[config.mk]
export PLATFORM = sky130hd
export DESIGN_NAME = priority_scheduler_with_aging
export DESIGN_NICKNAME = d
export VERILOG_FILES = /design/src/sv/psa_pkg.sv /design/src/sv/psa_ram.sv /design/src/sv/priority_scheduler_with_aging.sv
export VERILOG_INCLUDE_DIRS = /design/src /design/src/sv
export SDC_FILE = /design/constraint.sdc
export NUM_CORES = 1
export LEC_CHECK = 0
export ABC_AREA = 0
export BUFFER_PORTS_ARGS = -buffer_cell sky130_fd_sc_hd__buf_2
export CORE_MARGIN = 5
export CORE_UTILIZATION = 60
export CTS_BUF_LIST = sky130_fd_sc_hd__clkbuf_8
export DETAILED_ROUTE_END_ITERATION = 8
export PLACE_DENSITY = 0.77
export SETUP_SLACK_MARGIN = 0.4
export SLEW_MARGIN = 30
export SYNTH_ARGS = -nofsm -noshare
export SYNTH_HDL_FRONTEND = slang
export SYNTH_SLANG_ARGS = --single-unit
[constraint.sdc]
create_clock -name clk_i -period 4.71 [get_ports clk_i]
set_input_delay 0.2355 -clock clk_i [delete_from_list [all_inputs] [get_ports clk_i]]
set_output_delay 0.2355 -clock clk_i [all_outputs]
set_load 0.02 [all_outputs]
[src/sv/priority_scheduler_with_aging_macros.svh]
// ---------------------------------------------------------------------------
// Assertion macros for the priority scheduler.
// Shared property wrappers used by the modules that carry checks.
// ---------------------------------------------------------------------------
`ifndef PRIORITY_SCHEDULER_WITH_AGING_MACROS_SVH
`define PRIORITY_SCHEDULER_WITH_AGING_MACROS_SVH

// Checks that a condition holds at every clock edge outside reset.
`define PSA_ASSERT(lbl, cond) \
  lbl: assert property (@(posedge clk_i) disable iff (!rst_ni) (cond)) \
    else $error("assertion failed");

// Checks that the antecedent implies the consequent in the next cycle.
`define PSA_ASSERT_NEXT(lbl, ante, cons) \
  lbl: assert property (@(posedge clk_i) disable iff (!rst_ni) (ante) |=> (cons)) \
    else $error("assertion failed");

`endif

[src/sv/psa_pkg.sv]
// ---------------------------------------------------------------------------
// Priority scheduler package
// Shared constants and types of the priority scheduler.
// ---------------------------------------------------------------------------
package psa_pkg;
  localparam int unsigned MaxTasks = 16;
  localparam int unsigned IdW = 4;
  localparam int unsigned LenW = 5;
  localparam int unsigned PrioW = 6;
  localparam logic signed [PrioW-1:0] PrioMin = -6'sd20;
  localparam logic signed [PrioW-1:0] PrioMax = 6'sd20;

  typedef enum logic [2:0] {
    FuncCreate  = 3'd0,
    FuncRequeue = 3'd1,
    FuncSetPrio = 3'd2,
    FuncGetPrio = 3'd3,
    FuncPick    = 3'd4
  } func_e;

  typedef enum logic [1:0] {
    StOk    = 2'd0,
    StEmpty = 2'd1,
    StFull  = 2'd2,
    StRange = 2'd3
  } status_e;
endpackage

[src/sv/psa_ram.sv]
// ---------------------------------------------------------------------------
// Generic RAM
// Single write port, single read port with a registered read.
// ---------------------------------------------------------------------------
module psa_ram #(
  parameter int unsigned Width = 8,
  parameter int unsigned Depth = 16
) (
  input  logic                     clk_i,
  input  logic                     we_i,
  input  logic [$clog2(Depth)-1:0] waddr_i,
  input  logic [Width-1:0]         wdata_i,
  input  logic [$clog2(Depth)-1:0] raddr_i,
  output logic [Width-1:0]         rdata_o
);
  logic [Width-1:0] mem_q [Depth];

  always_ff @(posedge clk_i) begin
    if (we_i) begin
      mem_q[waddr_i] <= wdata_i;
    end
    rdata_o <= mem_q[raddr_i];
  end
endmodule

[src/sv/priority_scheduler_with_aging.sv]
// A pick loads its result into the output register after sweeping the queue
// memory: a first sweep finds the winner, with a queue read, a dynamic
// priority read and a compare for each entry, and a second sweep at the same
// pace closes the gap and ages each other task once; a single queued entry
// skips the second sweep. Create, requeue and set priority load their result
// from the operation state, get priority from the get state, once the static
// priority has been read. One item is in work at a time; the next item can be
// accepted once the scheduler is idle again and the output register is empty
// or being taken. Reset needs no clearing pass: the priority stores carry one
// valid bit per task id.
// ---------------------------------------------------------------------------
// Priority scheduler with aging
// Ready queue with static and dynamic priorities, aging on each pick.
// ---------------------------------------------------------------------------
module priority_scheduler_with_aging
  import psa_pkg::*;
(
  input  logic        clk_i,
  input  logic        rst_ni,
  input  logic        s_axis_tvalid,
  output logic        s_axis_tready,
  input  logic [15:0] s_axis_tdata,  // func[2:0], task_id[6:3], new_prio[12:7]
  output logic        m_axis_tvalid,
  input  logic        m_axis_tready,
  output logic [15:0] m_axis_tdata   // picked_id, picked_valid, prio_out, status
);
  `include "priority_scheduler_with_aging_macros.svh"

  localparam logic [3:0] SIdle = 4'd0;
  localparam logic [3:0] SOp   = 4'd1;
  localparam logic [3:0] SGet  = 4'd2;
  localparam logic [3:0] SScRd = 4'd3;
  localparam logic [3:0] SScDp = 4'd4;
  localparam logic [3:0] SScCm = 4'd5;
  localparam logic [3:0] SRel  = 4'd6;
  localparam logic [3:0] SAgRd = 4'd7;
  localparam logic [3:0] SAgDp = 4'd8;
  localparam logic [3:0] SAgWr = 4'd9;
  localparam logic [3:0] SOut  = 4'd10;

  logic [3:0] state_q, state_d;
  logic [2:0] func_q;
  logic [IdW-1:0] id_q;
  logic signed [PrioW-1:0] np_q;
  logic [LenW-1:0] len_q, len_d;
  logic [LenW-1:0] idx_q, idx_d;
  logic [IdW-1:0] best_pos_q, best_id_q, cur_id_q;
  logic signed [PrioW-1:0] best_pr_q;
  logic [MaxTasks-1:0] sp_vld_q, dp_vld_q, seen_q;
  logic out_vld_q;
  logic [15:0] out_q;

  logic q_we, sp_we, dp_we;
  logic [IdW-1:0] q_wa, q_ra, q_wd, q_rd, sp_wa, sp_ra, dp_wa, dp_ra;
  logic [PrioW-1:0] sp_wd, sp_rd_raw, dp_wd, dp_rd_raw;
  logic signed [PrioW-1:0] sp_rd, dp_rd;
  logic [IdW-1:0] sp_ra_q, dp_ra_q;

  psa_ram #(.Width(IdW), .Depth(MaxTasks)) u_queue (
    .clk_i, .we_i(q_we), .waddr_i(q_wa), .wdata_i(q_wd), .raddr_i(q_ra), .rdata_o(q_rd));
  psa_ram #(.Width(PrioW), .Depth(MaxTasks)) u_sprio (
    .clk_i, .we_i(sp_we), .waddr_i(sp_wa), .wdata_i(sp_wd), .raddr_i(sp_ra),
    .rdata_o(sp_rd_raw));
  psa_ram #(.Width(PrioW), .Depth(MaxTasks)) u_dprio (
    .clk_i, .we_i(dp_we), .waddr_i(dp_wa), .wdata_i(dp_wd), .raddr_i(dp_ra),
    .rdata_o(dp_rd_raw));

  always_ff @(posedge clk_i) begin
    sp_ra_q <= sp_ra;
    dp_ra_q <= dp_ra;
  end
  assign sp_rd = sp_vld_q[sp_ra_q] ? $signed(sp_rd_raw) : '0;
  assign dp_rd = dp_vld_q[dp_ra_q] ? $signed(dp_rd_raw) : '0;

  assign s_axis_tready = (state_q == SIdle) && (!out_vld_q || m_axis_tready);
  assign m_axis_tvalid = out_vld_q;
  assign m_axis_tdata  = out_q;

  logic in_acc;
  logic out_ld;
  logic [IdW-1:0] o_pid;
  logic o_pv;
  logic [PrioW-1:0] o_pr;
  logic [1:0] o_st;
  logic signed [PrioW-1:0] aged;
  logic [LenW-1:0] last_idx;
  logic take_best;

  assign in_acc = s_axis_tvalid && s_axis_tready;
  assign last_idx = len_q - LenW'(1);
  assign aged = (dp_rd > PrioMin) ? dp_rd - PrioW'(1) : dp_rd;
  assign take_best = (idx_q == '0) || (dp_rd < best_pr_q);

  always_comb begin
    state_d = state_q;
    len_d = len_q;
    idx_d = idx_q;
    q_we = 1'b0; q_wa = len_q[IdW-1:0]; q_wd = id_q; q_ra = idx_q[IdW-1:0];
    sp_we = 1'b0; sp_wa = id_q; sp_wd = np_q; sp_ra = id_q;
    dp_we = 1'b0; dp_wa = id_q; dp_wd = np_q; dp_ra = id_q;
    out_ld = 1'b0;
    o_pid = '0; o_pv = 1'b0; o_pr = '0; o_st = StOk;
    unique case (state_q)
      SIdle: begin
        if (in_acc) begin
          state_d = SOp;
        end
      end
      SOp: begin
        unique case (func_q) inside
          FuncCreate, FuncRequeue: begin
            out_ld = 1'b1;
            state_d = SIdle;
            if (len_q == LenW'(MaxTasks)) begin
              o_st = StFull;
            end else begin
              q_we = 1'b1;
              len_d = len_q + LenW'(1);
              if (func_q == FuncCreate) begin
                sp_we = 1'b1; sp_wd = '0;
                dp_we = 1'b1; dp_wd = '0;
              end
            end
          end
          FuncSetPrio: begin
            out_ld = 1'b1;
            state_d = SIdle;
            if (np_q < PrioMin || np_q > PrioMax) begin
              o_st = StRange;
            end else begin
              sp_we = 1'b1;
              dp_we = 1'b1;
            end
          end
          FuncGetPrio: state_d = SGet;
          FuncPick: begin
            if (len_q == '0) begin
              out_ld = 1'b1;
              o_st = StEmpty;
              state_d = SIdle;
            end else begin
              idx_d = '0;
              state_d = SScRd;
            end
          end
          default: begin
            out_ld = 1'b1;
            state_d = SIdle;
          end
        endcase
      end
      SGet: begin
        out_ld = 1'b1;
        o_pr = sp_rd;
        state_d = SIdle;
      end
      SScRd: state_d = SScDp;
      SScDp: begin
        dp_ra = q_rd;
        state_d = SScCm;
      end
      SScCm: begin
        if (idx_q == last_idx) begin
          sp_ra = take_best ? cur_id_q : best_id_q;
          state_d = SRel;
        end else begin
          idx_d = idx_q + LenW'(1);
          state_d = SScRd;
        end
      end
      SRel: begin
        dp_we = 1'b1; dp_wa = best_id_q; dp_wd = sp_rd;
        idx_d = LenW'(best_pos_q);
        state_d = (len_q == LenW'(1)) ? SOut : SAgRd;
        if (len_q != LenW'(1)) idx_d = '0;
      end
      SAgRd: state_d = SAgDp;
      SAgDp: begin
        dp_ra = q_rd;
        state_d = SAgWr;
      end
      SAgWr: begin
        if (idx_q > LenW'(best_pos_q)) begin
          q_we = 1'b1;
          q_wa = idx_q[IdW-1:0] - IdW'(1);
          q_wd = cur_id_q;
        end
        if (idx_q != LenW'(best_pos_q) && !seen_q[cur_id_q]) begin
          dp_we = 1'b1; dp_wa = cur_id_q; dp_wd = aged;
        end
        if (idx_q == last_idx) begin
          state_d = SOut;
        end else begin
          idx_d = idx_q + LenW'(1);
          state_d = SAgRd;
        end
      end
      SOut: begin
        out_ld = 1'b1;
        o_pid = best_id_q;
        o_pv = 1'b1;
        len_d = last_idx;
        state_d = SIdle;
      end
      default: state_d = SIdle;
    endcase
  end

  always_ff @(posedge clk_i) begin
    if (in_acc) begin
      func_q <= s_axis_tdata[2:0];
      id_q <= s_axis_tdata[6:3];
      np_q <= $signed(s_axis_tdata[12:7]);
    end
    if (state_q == SScDp || state_q == SAgDp) cur_id_q <= q_rd;
    if (state_q == SScCm && take_best) begin
      best_pr_q <= dp_rd;
      best_pos_q <= idx_q[IdW-1:0];
      best_id_q <= cur_id_q;
    end
    if (out_ld) out_q <= {3'b0, o_st, o_pr, o_pv, o_pid};
  end

  always_ff @(posedge clk_i or negedge rst_ni) begin
    if (!rst_ni) begin
      state_q <= SIdle;
      len_q <= '0;
      idx_q <= '0;
      sp_vld_q <= '0;
      dp_vld_q <= '0;
      seen_q <= '0;
      out_vld_q <= 1'b0;
    end else begin
      state_q <= state_d;
      len_q <= len_d;
      idx_q <= idx_d;
      if (sp_we) sp_vld_q[sp_wa] <= 1'b1;
      if (dp_we) dp_vld_q[dp_wa] <= 1'b1;
      if (state_q == SRel) seen_q <= MaxTasks'(1) << best_id_q;
      else if (state_q == SAgWr) seen_q[cur_id_q] <= 1'b1;
      if (out_ld) out_vld_q <= 1'b1;
      else if (m_axis_tready) out_vld_q <= 1'b0;
    end
  end

  `PSA_ASSERT(a_len_max, len_q <= LenW'(MaxTasks))
  `PSA_ASSERT(a_rdy_idle, !s_axis_tready || state_q == SIdle)
  `PSA_ASSERT_NEXT(a_pick_out, state_q == SOut, out_vld_q && out_q[4])
endmodule
== Word level (Yosys, flattened, before mapping) ==
Memories as Yosys holds them, arrays and structs flattened. A register that Yosys moved wholly into a read port is not among the register bits.
Cells that the tools add are included.

* Add/subtract/negate cells: 5
* $lt $le $gt $ge: 13
* Equality and inequality tests: 25
* Shift-type cells: 1
* Multiplexer cells: 75
* Bitwise operators: 3
* Reduce and logical (&&, ||, !) cells: 27

{| class="wikitable"
|+ Operator list
! cell !! count
|-
| two-way mux 4 bit || 13
|-
| two-way mux 6 bit || 8
|-
| bitwise OR 16 bit || 3
|-
| case mux 4 bit (9 select lines) || 1
|-
| two-way mux 16 bit || 2
|-
| less-than comparator 4 x 5 -> 1 bit, second input constant || 5
|-
| two-way mux 1 bit || 25
|-
| two-way mux 5 bit || 5
|-
| case mux 6 bit (3 select lines) || 1
|-
| == test 4 x 3 -> 1 bit, second input constant || 4
|-
| << shifter 1 x 4 -> 16 bit, first input constant || 1
|-
| case mux 5 bit (3 select lines) || 1
|-
| binary-select mux 1 bit (select 4 bit) || 3
|-
| demux 1 bit (select 4 bit) || 3
|-
| == test 4 bit, second input constant || 3
|-
| >= comparator 4 x 1 -> 1 bit, second input constant || 3
|-
| greater-than comparator 6 bit, second input constant || 2
|-
| adder 5 x 1 -> 5 bit, second input constant || 2
|-
| zero test 5 bit || 2
|-
| != test 2 bit, second input constant || 5
|-
| case mux 5 bit (2 select lines) || 1
|-
| == test 4 x 2 -> 1 bit, second input constant || 2
|-
| case mux 1 bit (2 select lines) || 4
|-
| case mux 4 bit (2 select lines) || 1
|-
| 31 further kinds || 49
|}

* Bits in registers: 115
* RAM bits: 256
* Input port bits: 20
* Logic and storage cells: 172
* Memories kept: 3

{| class="wikitable"
|+ Memories
! memory !! words !! width !! read ports !! clocked after memory_dff !! write ports !! RTL line !! RTL
|-
| u_dprio.mem_q || 16 || 6 || 1 || 1 || 1 || psa_ram.sv:16 || <nowiki>logic [Width-1:0] mem_q [Depth];</nowiki>
|-
| u_sprio.mem_q || 16 || 6 || 1 || 1 || 1 || psa_ram.sv:16 ||
|-
| u_queue.mem_q || 16 || 4 || 1 || 1 || 1 || psa_ram.sv:16 ||
|}

== Depth between registers and ports, before layout ==
Gate-level depths: netlist (run 1).

* Depth in word-level cells: 11
* Mapped depth: 18
* Depth with buffers taken out: 16

== By module ==
A second synthesis (run 1) with hierarchy kept.

* Cell total of the unflattened synthesis: 1094
* Area, all modules: 16733.5 sq um

{| class="wikitable"
|+ By module, submodules not included
! module !! times used !! cells each !! area each (sq um)
|-
| psa_ram (u_dprio ...) || 2 || 178 || 3895.0
|-
| priority_scheduler_with_aging || 1 || 608 || 6277.3
|-
| psa_ram (u_queue) || 1 || 130 || 2666.3
|}

== Least setup slack after synthesis (run 1) ==
OpenSTA, ideal clock, no wires.

* Kind: register -> register
* Start: reg dp_ra_q[2]
* End: reg u_sprio.rdata_o[1], read port of u_sprio.mem_q
* Setup time: 143 ps
* Data arrival time: 4058 ps
* Data required time: 4567 ps
* Path slack: 508 ps
* Stages on the path, launching flop included: 17
* Buffers on the path: 2
* Clock period less this slack: 4202 ps
* Cells stage by stage: dfxtp_1 > mux4_1 > mux2i_1 > mux2i_1 > nand2_1 > inv_1 > ha_1 > a221oi_1 > or4b_1 > a31oi_2 > buf_6 > mux2_2 > a21oi_1 > clkbuf_1 > a211oi_1 > a2111oi_0 > o211ai_1

* Longest elaborated chain between the ends: 8

{| class="wikitable"
|+ Ends and longest elaborated chain
! element !! RTL line !! RTL
|-
| from (decl) || priority_scheduler_with_aging.sv:57 || <nowiki>logic [IdW-1:0] sp_ra_q, dp_ra_q;</nowiki>
|-
| from (signal assigned) || priority_scheduler_with_aging.sv:70 || <nowiki>dp_ra_q <= dp_ra;</nowiki>
|-
| binary-select mux 1 bit (select 4 bit) || priority_scheduler_with_aging.sv:73 || <nowiki>assign dp_rd = dp_vld_q[dp_ra_q] ? $signed(dp_rd_raw) : '0;</nowiki>
|-
| two-way mux 1 bit (not written as such) || priority_scheduler_with_aging.sv:73 ||
|-
| two-way mux 6 bit || priority_scheduler_with_aging.sv:73 ||
|-
| via dp_rd[1] || priority_scheduler_with_aging.sv:56 || <nowiki>logic signed [PrioW-1:0] sp_rd, dp_rd;</nowiki>
|-
| less-than comparator 6 bit || priority_scheduler_with_aging.sv:92 || <nowiki>assign take_best = (idx_q == '0) || (dp_rd < best_pr_q);</nowiki>
|-
| logical OR 1 bit || priority_scheduler_with_aging.sv:92 ||
|-
| two-way mux 4 bit || priority_scheduler_with_aging.sv:164 || <nowiki>sp_ra = take_best ? cur_id_q : best_id_q;</nowiki>
|-
| two-way mux 4 bit || priority_scheduler_with_aging.sv:163 || <nowiki>if (idx_q == last_idx) begin</nowiki>
|-
| two-way mux 4 bit || priority_scheduler_with_aging.sv:103 || <nowiki>unique case (state_q)</nowiki>
|-
| to (decl) || psa_ram.sv:14 || <nowiki>output logic [Width-1:0] rdata_o</nowiki>
|}

The timed path passes the listed nets, and every way through them passes these cells. The select of a mux whose other input is x is not followed.
A chain may end at the register's enable or synchronous reset.

== Worst setup path after layout (run 1) ==
* Start: reg dp_ra_q[2]
* End: reg u_sprio.rdata_o[4], read port of u_sprio.mem_q

Same word-level chain as after synthesis.

==> results of run 1 <==
==> Yosys cell counts (all sizes together), types with 17 or more instances <==
cell | number | area share, %
edfxtp | 300 | 54
nand2 | 113 | 2.5
nor2 | 102 | 2.3
dfrtp | 63 | 9.4
o21ai | 59 | 1.8
mux2i | 47 | 2.8
clkbuf | 46 | 1.0
a21oi | 41 | 1.2
mux2 | 38 | 2.7
or2 | 36 | 1.3
and3 | 29 | 1.1
mux4 | 29 | 4.0
inv | 28 | 0.62
a211oi | 27 | 1.2
nand3 | 26 | 0.77
dfxtp | 24 | 2.9
nor2b | 23 | 0.86
a22oi | 19 | 0.85
buf | 19 | 0.65
ha | 17 | 1.3
nand2b | 17 | 0.63
==> layer usage <==
metal | GRT usage [%] | up-vias
met5 | 0 | -
met4 | 7.83 | 0
met3 | 3.92 | 102
met2 | 41.1 | 505
met1 | 32.6 | 5435
li1 | - | 4919
==> critical path: stages (launching register included) <==
cell	delay, ps
dfxtp_4	390
mux4_2	530
mux2i_4	220
mux2i_4	130
nand2_2	90
inv_2	50
ha_4	260
a221oi_1	70
or4b_4	550
a31oi_4	280
buf_6	170
mux2i_1	220
a21o_2	220
buf_4	200
a211oi_1	90
a2111oi_4	380
buf_4	170
o211ai_1	70
==> metrics by stage <==
stage / utilization, % / setup WS [ps] / setup TNS (ps) / total power [W]
detailed placement: 63.2 / -163 / -278 / 0.00771
global route: 69.4 / 352 / 0 / 0.0113
global placement: 63.2 / -21.5 / -37.0 / 0.00762
CTS: 68.7 / 411 / 0 / 0.0106
finish: 69.4 / 497 / 0 / 0.0108
floorplan: - / 508 / 0 / 0.00672
==> worst paths after layout <==
| kind | start | to | slack, ps | cells past startpoint |
|---|---|---|---|---|
| setup / recovery | dp_ra_q[2]$_DFF_P_ | u_sprio.rdata_o[4]$_DFF_P_ | 500 | 17 |
| hold / removal | rst_ni | sp_vld_q[1]$_DFFE_PN0P_ | 340 | 3 |
| setup reg to reg | dp_ra_q[2]$_DFF_P_ | u_sprio.rdata_o[4]$_DFF_P_ | 500 | 17 |
| hold reg to reg | u_queue.rdata_o[2]$_DFF_P_ | cur_id_q[2]$_DFFE_PN_ | 410 | 0 |
| max in group asynchronous | rst_ni | dp_vld_q[12]$_DFFE_PN0P_ | 3730 | 3 |
| min in group clk_i | s_axis_tdata[9] | np_q[2]$_DFFE_PP_ | 340 | 2 |
==> power groups by stage <==
stage | sequential [W] | clock (W) | combinational, W
6_report | 0.00472 | 0.00280 | 0.00327
5_1_grt | 0.00476 | 0.00300 | 0.00352
4_1_cts | 0.00469 | 0.00282 | 0.00308
3_5_place_dp | 0.00475 | 0 | 0.00296
3_3_place_gp | 0.00474 | 0 | 0.00288
2_1_floorplan | 0.00464 | 0 | 0.00208
==> area by class of cell <==
type                       instances  area [um2]
fill                            1815        8460
clock inverter                    38         224
timing repair buffer             101         754
sequential                       387       11100
antenna                            1        2.50
inverter                          30         116
multi-input combinational        770        5600
clock buffer                      73        1000
tap                              378         473
==> sequential cells by signal (all words and copies together) (netlist names), 5 cells and up <==
name             count
sp_vld_q            16
u_sprio.rdata_o      6
idx_q                5
u_sprio.mem_q       96
u_queue.mem_q       64
dp_vld_q            16
len_q                5
best_pr_q            6
np_q                 6
seen_q              16
u_dprio.mem_q       96
m_axis_tdata        13
u_dprio.rdata_o      6
==> repair_timing <==
action	CTS	global route
endpoints found under the hold margin	77	0
setup endpoints to repair	7	6
gates resized for setup	21	27
setup buffers	5	11
hold buffers	15	0
pin swaps	4	8
==> logic make-up (layout without fill, tap and decap cells) <==
kind of cell,count (synthesis),in the layout
xor gates and xnor gates,17,17
other,1,4
adders and majority gates,17,17
buffers and inverters,95,242
DFF,387,387
muxes,114,114
and+or+nand+nor,391,391
AOI/OAI and AO/OA,228,228
==> results.cfg, run 1 <==
[sta]
worst_pin_slew_ps = 874
hold_viol_final = 0
rsz0062_at_grt = false
period_needed_ps = 4210
setup_viol = 0
fin_hold_ws_ps = 337
final.period_utilization_pct = 89.4
max_slew_margin_pct = 41.7
slew_violations = 0
fmax_mhz = 237
skew_ps = 35.4

[pwr]
power.share.sequential_pct = 43.7
p_leak_nw = 7.17
p_sw_w = 0.00360
p_clk_share_pct = 26.0
internal_power_w = 0.00719
p_comb_share_pct = 30.3
p_per_area_nw_per_um2 = 561
vdd_drop_max_v = 0.000323
switching_share_pct = 33.4

[synthesis]
synth-xor-area-share_pct = 0.885
synth_compound_area_share_pct = 9.00
synth.distinct_cells = 70
muxShareOfSynthArea_pct = 9.42
synth_edf_count = 300
yosysWarnings = 0
synth-seq-cells = 387
synth_cells = 1250
yosys.area_share.simple_pct = 11.3
synth_top_family_by_area = simple AND/OR/NAND/NOR gates
ys_seq_area_share_pct = 65.8
synth_ff_type = edfxtp_1
async_flop_share_pct = 16.3
synth-adder-area-share_pct = 1.26
syn_area_um2 = 16800
synth.avg_cell_area_um2 = 13.5

[route]
wl_met3_um = 2710
ant_nets = 0
dr.pass1.iters = 6
vias = 10961
highest_layer = met4
wl_met1_um = 15400
drcViolationCount = 0
drt_wl_total_um = 38500
drt_iter0_drc = 1147
route.met2.wl_um = 19400
via_per_inst = 6.16
wire_per_inst_um = 21.6

[floorplan]
die_area_um2 = 31500
coreArea_um2 = 27700
ios = 38
start_util_pct = 60.7
fp.dieW_um = 177
die_h_um = 177
rows = 61

[critical_path]
required_ps = 5190
crit_fanout = 12
crit_type = reg -> reg
endpoint_kind = register
cp-start-kind = register
crit_arrival_ps = 4700

[grt]
grt_pass1_vias = 10937
overflow = 0
grt_pass1_wl_um = 59600
grt_max_degree = 64
antenna_found_initial = 0
track_usage_pct = 24.3

[cts]
insertion_delay_ps = 610
cts_root_buf = clkbuf_8
cts_sinks = 387
h-tree-depth = 2
cts_tree = yes
clk_pin_slew_worst_paths_ps = 60
clockBufferDepth = 3
cts_buffers = 59

[outcome]
status = finished clean

[placed_design]
hpwlAfterDp_um = 25200
dpl_cell_area_um2 = 17500
post-place-cells = 1635
io_buffers = 31
gp_congestion = 0.900

[layout]
final_common_cell = edfxtp_1
nNetsFinal = 1386
drive_above_1_share_pct = 21.2
layout_common_cells = edfxtp_1, nand2_1, nor2_1
finalNonFillerCells = 1778
design_area_um2 = 19200
syn2layout_area_growth_pct = 14.4

[job]
max_cap_violations = 0

[hold_path]
min_path_type = in -> async
(Power assumes the default switching activity.)
==> run 2, diff against run 1 <==
--- a/config.mk
+++ b/config.mk
@@ -7,12 +7,12 @@
 export NUM_CORES = 1
 export LEC_CHECK = 0
 export ABC_AREA = 0
-export BUFFER_PORTS_ARGS = -buffer_cell sky130_fd_sc_hd__buf_2
 export CORE_MARGIN = 5
 export CORE_UTILIZATION = 60
 export CTS_BUF_LIST = sky130_fd_sc_hd__clkbuf_8
 export DETAILED_ROUTE_END_ITERATION = 8
-export PLACE_DENSITY = 0.77
+export DONT_BUFFER_PORTS = 1
+export PLACE_DENSITY = 0.76
 export SETUP_SLACK_MARGIN = 0.4
 export SLEW_MARGIN = 30
 export SYNTH_ARGS = -nofsm -noshare
==> results.cfg, run 2 (synthesis gave the netlist of run 1 again) <==
[outcome]
status = finished clean

[critical_path]
reg2reg_to = u_sprio.rdata_o[3]$_DFF_P_
cp-start-kind = register
reg2regPathDepth = 17
r2r-start = dp_ra_q[2]$_DFF_P_
crit_arrival_ps = 4770
crit_type = reg -> reg
required_ps = 5230
crit_fanout = 15
endpoint_kind = register
reg2reg_slack_ps = 460

[sta]
skew_ps = 29.8
hold_viol_final = 0
fin_hold_ws_ps = 194
max_slew_margin_pct = 34.0
slew_violations = 0
rsz0062_at_grt = false
setup_viol = 0
fmax_mhz = 236
period_needed_ps = 4250
final.period_utilization_pct = 90.1
worst_pin_slew_ps = 982

[pwr]
p_per_area_nw_per_um2 = 558
power.share.sequential_pct = 45.5
vdd_drop_max_v = 0.000405
p_sw_w = 0.00350
p_clk_share_pct = 25.9
p_comb_share_pct = 28.6
switching_share_pct = 33.2
internal_power_w = 0.00705
p_leak_nw = 6.94

[grt]
use_met1_pct = 33.4
grt_max_degree = 64
overflow = 0
grt_util_met2_pct = 39.1
use_met3_pct = 4.39
grt_pass1_wl_um = 58700
track_usage_pct = 24.0
grt_pass1_vias = 10564
antenna_found_initial = 1
grt_busiest_layer = met2

[floorplan]
fp.dieW_um = 177
start_util_pct = 60.7
ios = 38
rows = 61
die_area_um2 = 31500
die_h_um = 177
coreArea_um2 = 27700

[route]
drt_wl_total_um = 37700
via_per_inst = 6.18
dr.pass1.iters = 9
ant_nets = 0
wire_per_inst_um = 21.6
drcViolationCount = 0
vias = 10758
drt_iter0_drc = 1035

[layout]
syn2layout_area_growth_pct = 12.5
regArea_um2 = 11100
n_antenna_cell = 0
reg_top3 = u_dprio.mem_q: 96 flops, u_sprio.mem_q: 96 flops, u_queue.mem_q: 64 flops
num-fill-cells = 1876
nNetsFinal = 1350
drive_above_1_share_pct = 18.0
layout_common_cells = edfxtp_1, nand2_1, nor2_1
multiInputGateArea_um2 = 5540
final_common_cell = edfxtp_1
design_area_um2 = 18900

[cts]
insertion_delay_ps = 600
h-tree-depth = 2
cts_buffers = 59
cts_root_buf = clkbuf_8
cts_sinks = 387
cts_tree = yes
clockBufferDepth = 3
clk_pin_slew_worst_paths_ps = 70

[placed_design]
dpl_cell_area_um2 = 17400
io_buffers = 0
gp_congestion = 0.895
hpwlAfterDp_um = 24900

[hold_path]
min_path_type = in -> async

[job]
max_cap_violations = 0
## run 2: stage by stage
step,util (%),worst slack (ps),setup TNS [ps],total power (W),instances
floorplan,-,508,0,0.00672,1252
global placement,62.7,205,0,0.00756,1608
detailed placement,62.7,-13.4,-13.4,0.00764,1608
CTS,67.9,441,0,0.0105,1738
global route,68.3,285,0,0.0111,1742
finish,68.3,464,0,0.0106,1742
## run 2: worst max-delay path by stage
stage          cells after the start                    endpoint               start
2_1_floorplan                     16  u_sprio.rdata_o[1]$_DFF_P_  dp_ra_q[2]$_DFF_P_
3_3_place_gp                      17  u_sprio.rdata_o[2]$_DFF_P_  dp_ra_q[2]$_DFF_P_
3_5_place_dp                      17  u_sprio.rdata_o[2]$_DFF_P_  dp_ra_q[2]$_DFF_P_
4_1_cts                           16  u_sprio.rdata_o[2]$_DFF_P_  dp_ra_q[2]$_DFF_P_
5_1_grt                           17  u_sprio.rdata_o[3]$_DFF_P_  dp_ra_q[2]$_DFF_P_
6_report                          17  u_sprio.rdata_o[3]$_DFF_P_  dp_ra_q[2]$_DFF_P_
## run 2: what timing repair did
item,in CTS,in global routing
resized for setup,17,23
buffers inserted,2,4
hold endpoints to repair,77,0
endpoints found under the setup margin,6,6
hold buffers,16,0
pin swaps,0,2
cloned,0,0
## run 2: power groups by stage
stage | registers, W | logic [W] | clock network [W]
after floorplan | 0.00464 | 0.00208 | 0
after global placement | 0.00483 | 0.00273 | 0
after detailed placement | 0.00484 | 0.00280 | 0
after CTS | 0.00479 | 0.00291 | 0.00276
after global routing | 0.00485 | 0.00328 | 0.00295
final | 0.00481 | 0.00302 | 0.00273
## run 2: layer usage
layer,wire length (um),vias to the layer above
li1,-,4854
met1,15300,5333
met2,18400,480
met3,3030,89
met4,1010,2
met5,13,-
## run 2: cell type report
type	instances	share of cell area (%)
flip-flops and latches	387	58.5
repair buffers	65	2.92
clock buffers	60	4.36
multi-input cells	770	29.3
clock inverters	52	1.84
well taps	378	2.50
inverters	30	0.615
## run 2: worst max-delay path, stage by stage, from the launching register on
cell and delay (ps):
dfxtp_4 390, mux4_2 540, mux2i_4 210, mux2i_4 120
nand2_1 100, inv_1 70, ha_1 330, a221oi_2 80
or4b_4 510, a31oi_4 210, buf_4 150, mux2i_1 220
a21o_2 300, clkinv_2 260, a211oi_1 380, a2111oi_2 90
buf_4 150, o211ai_1 80
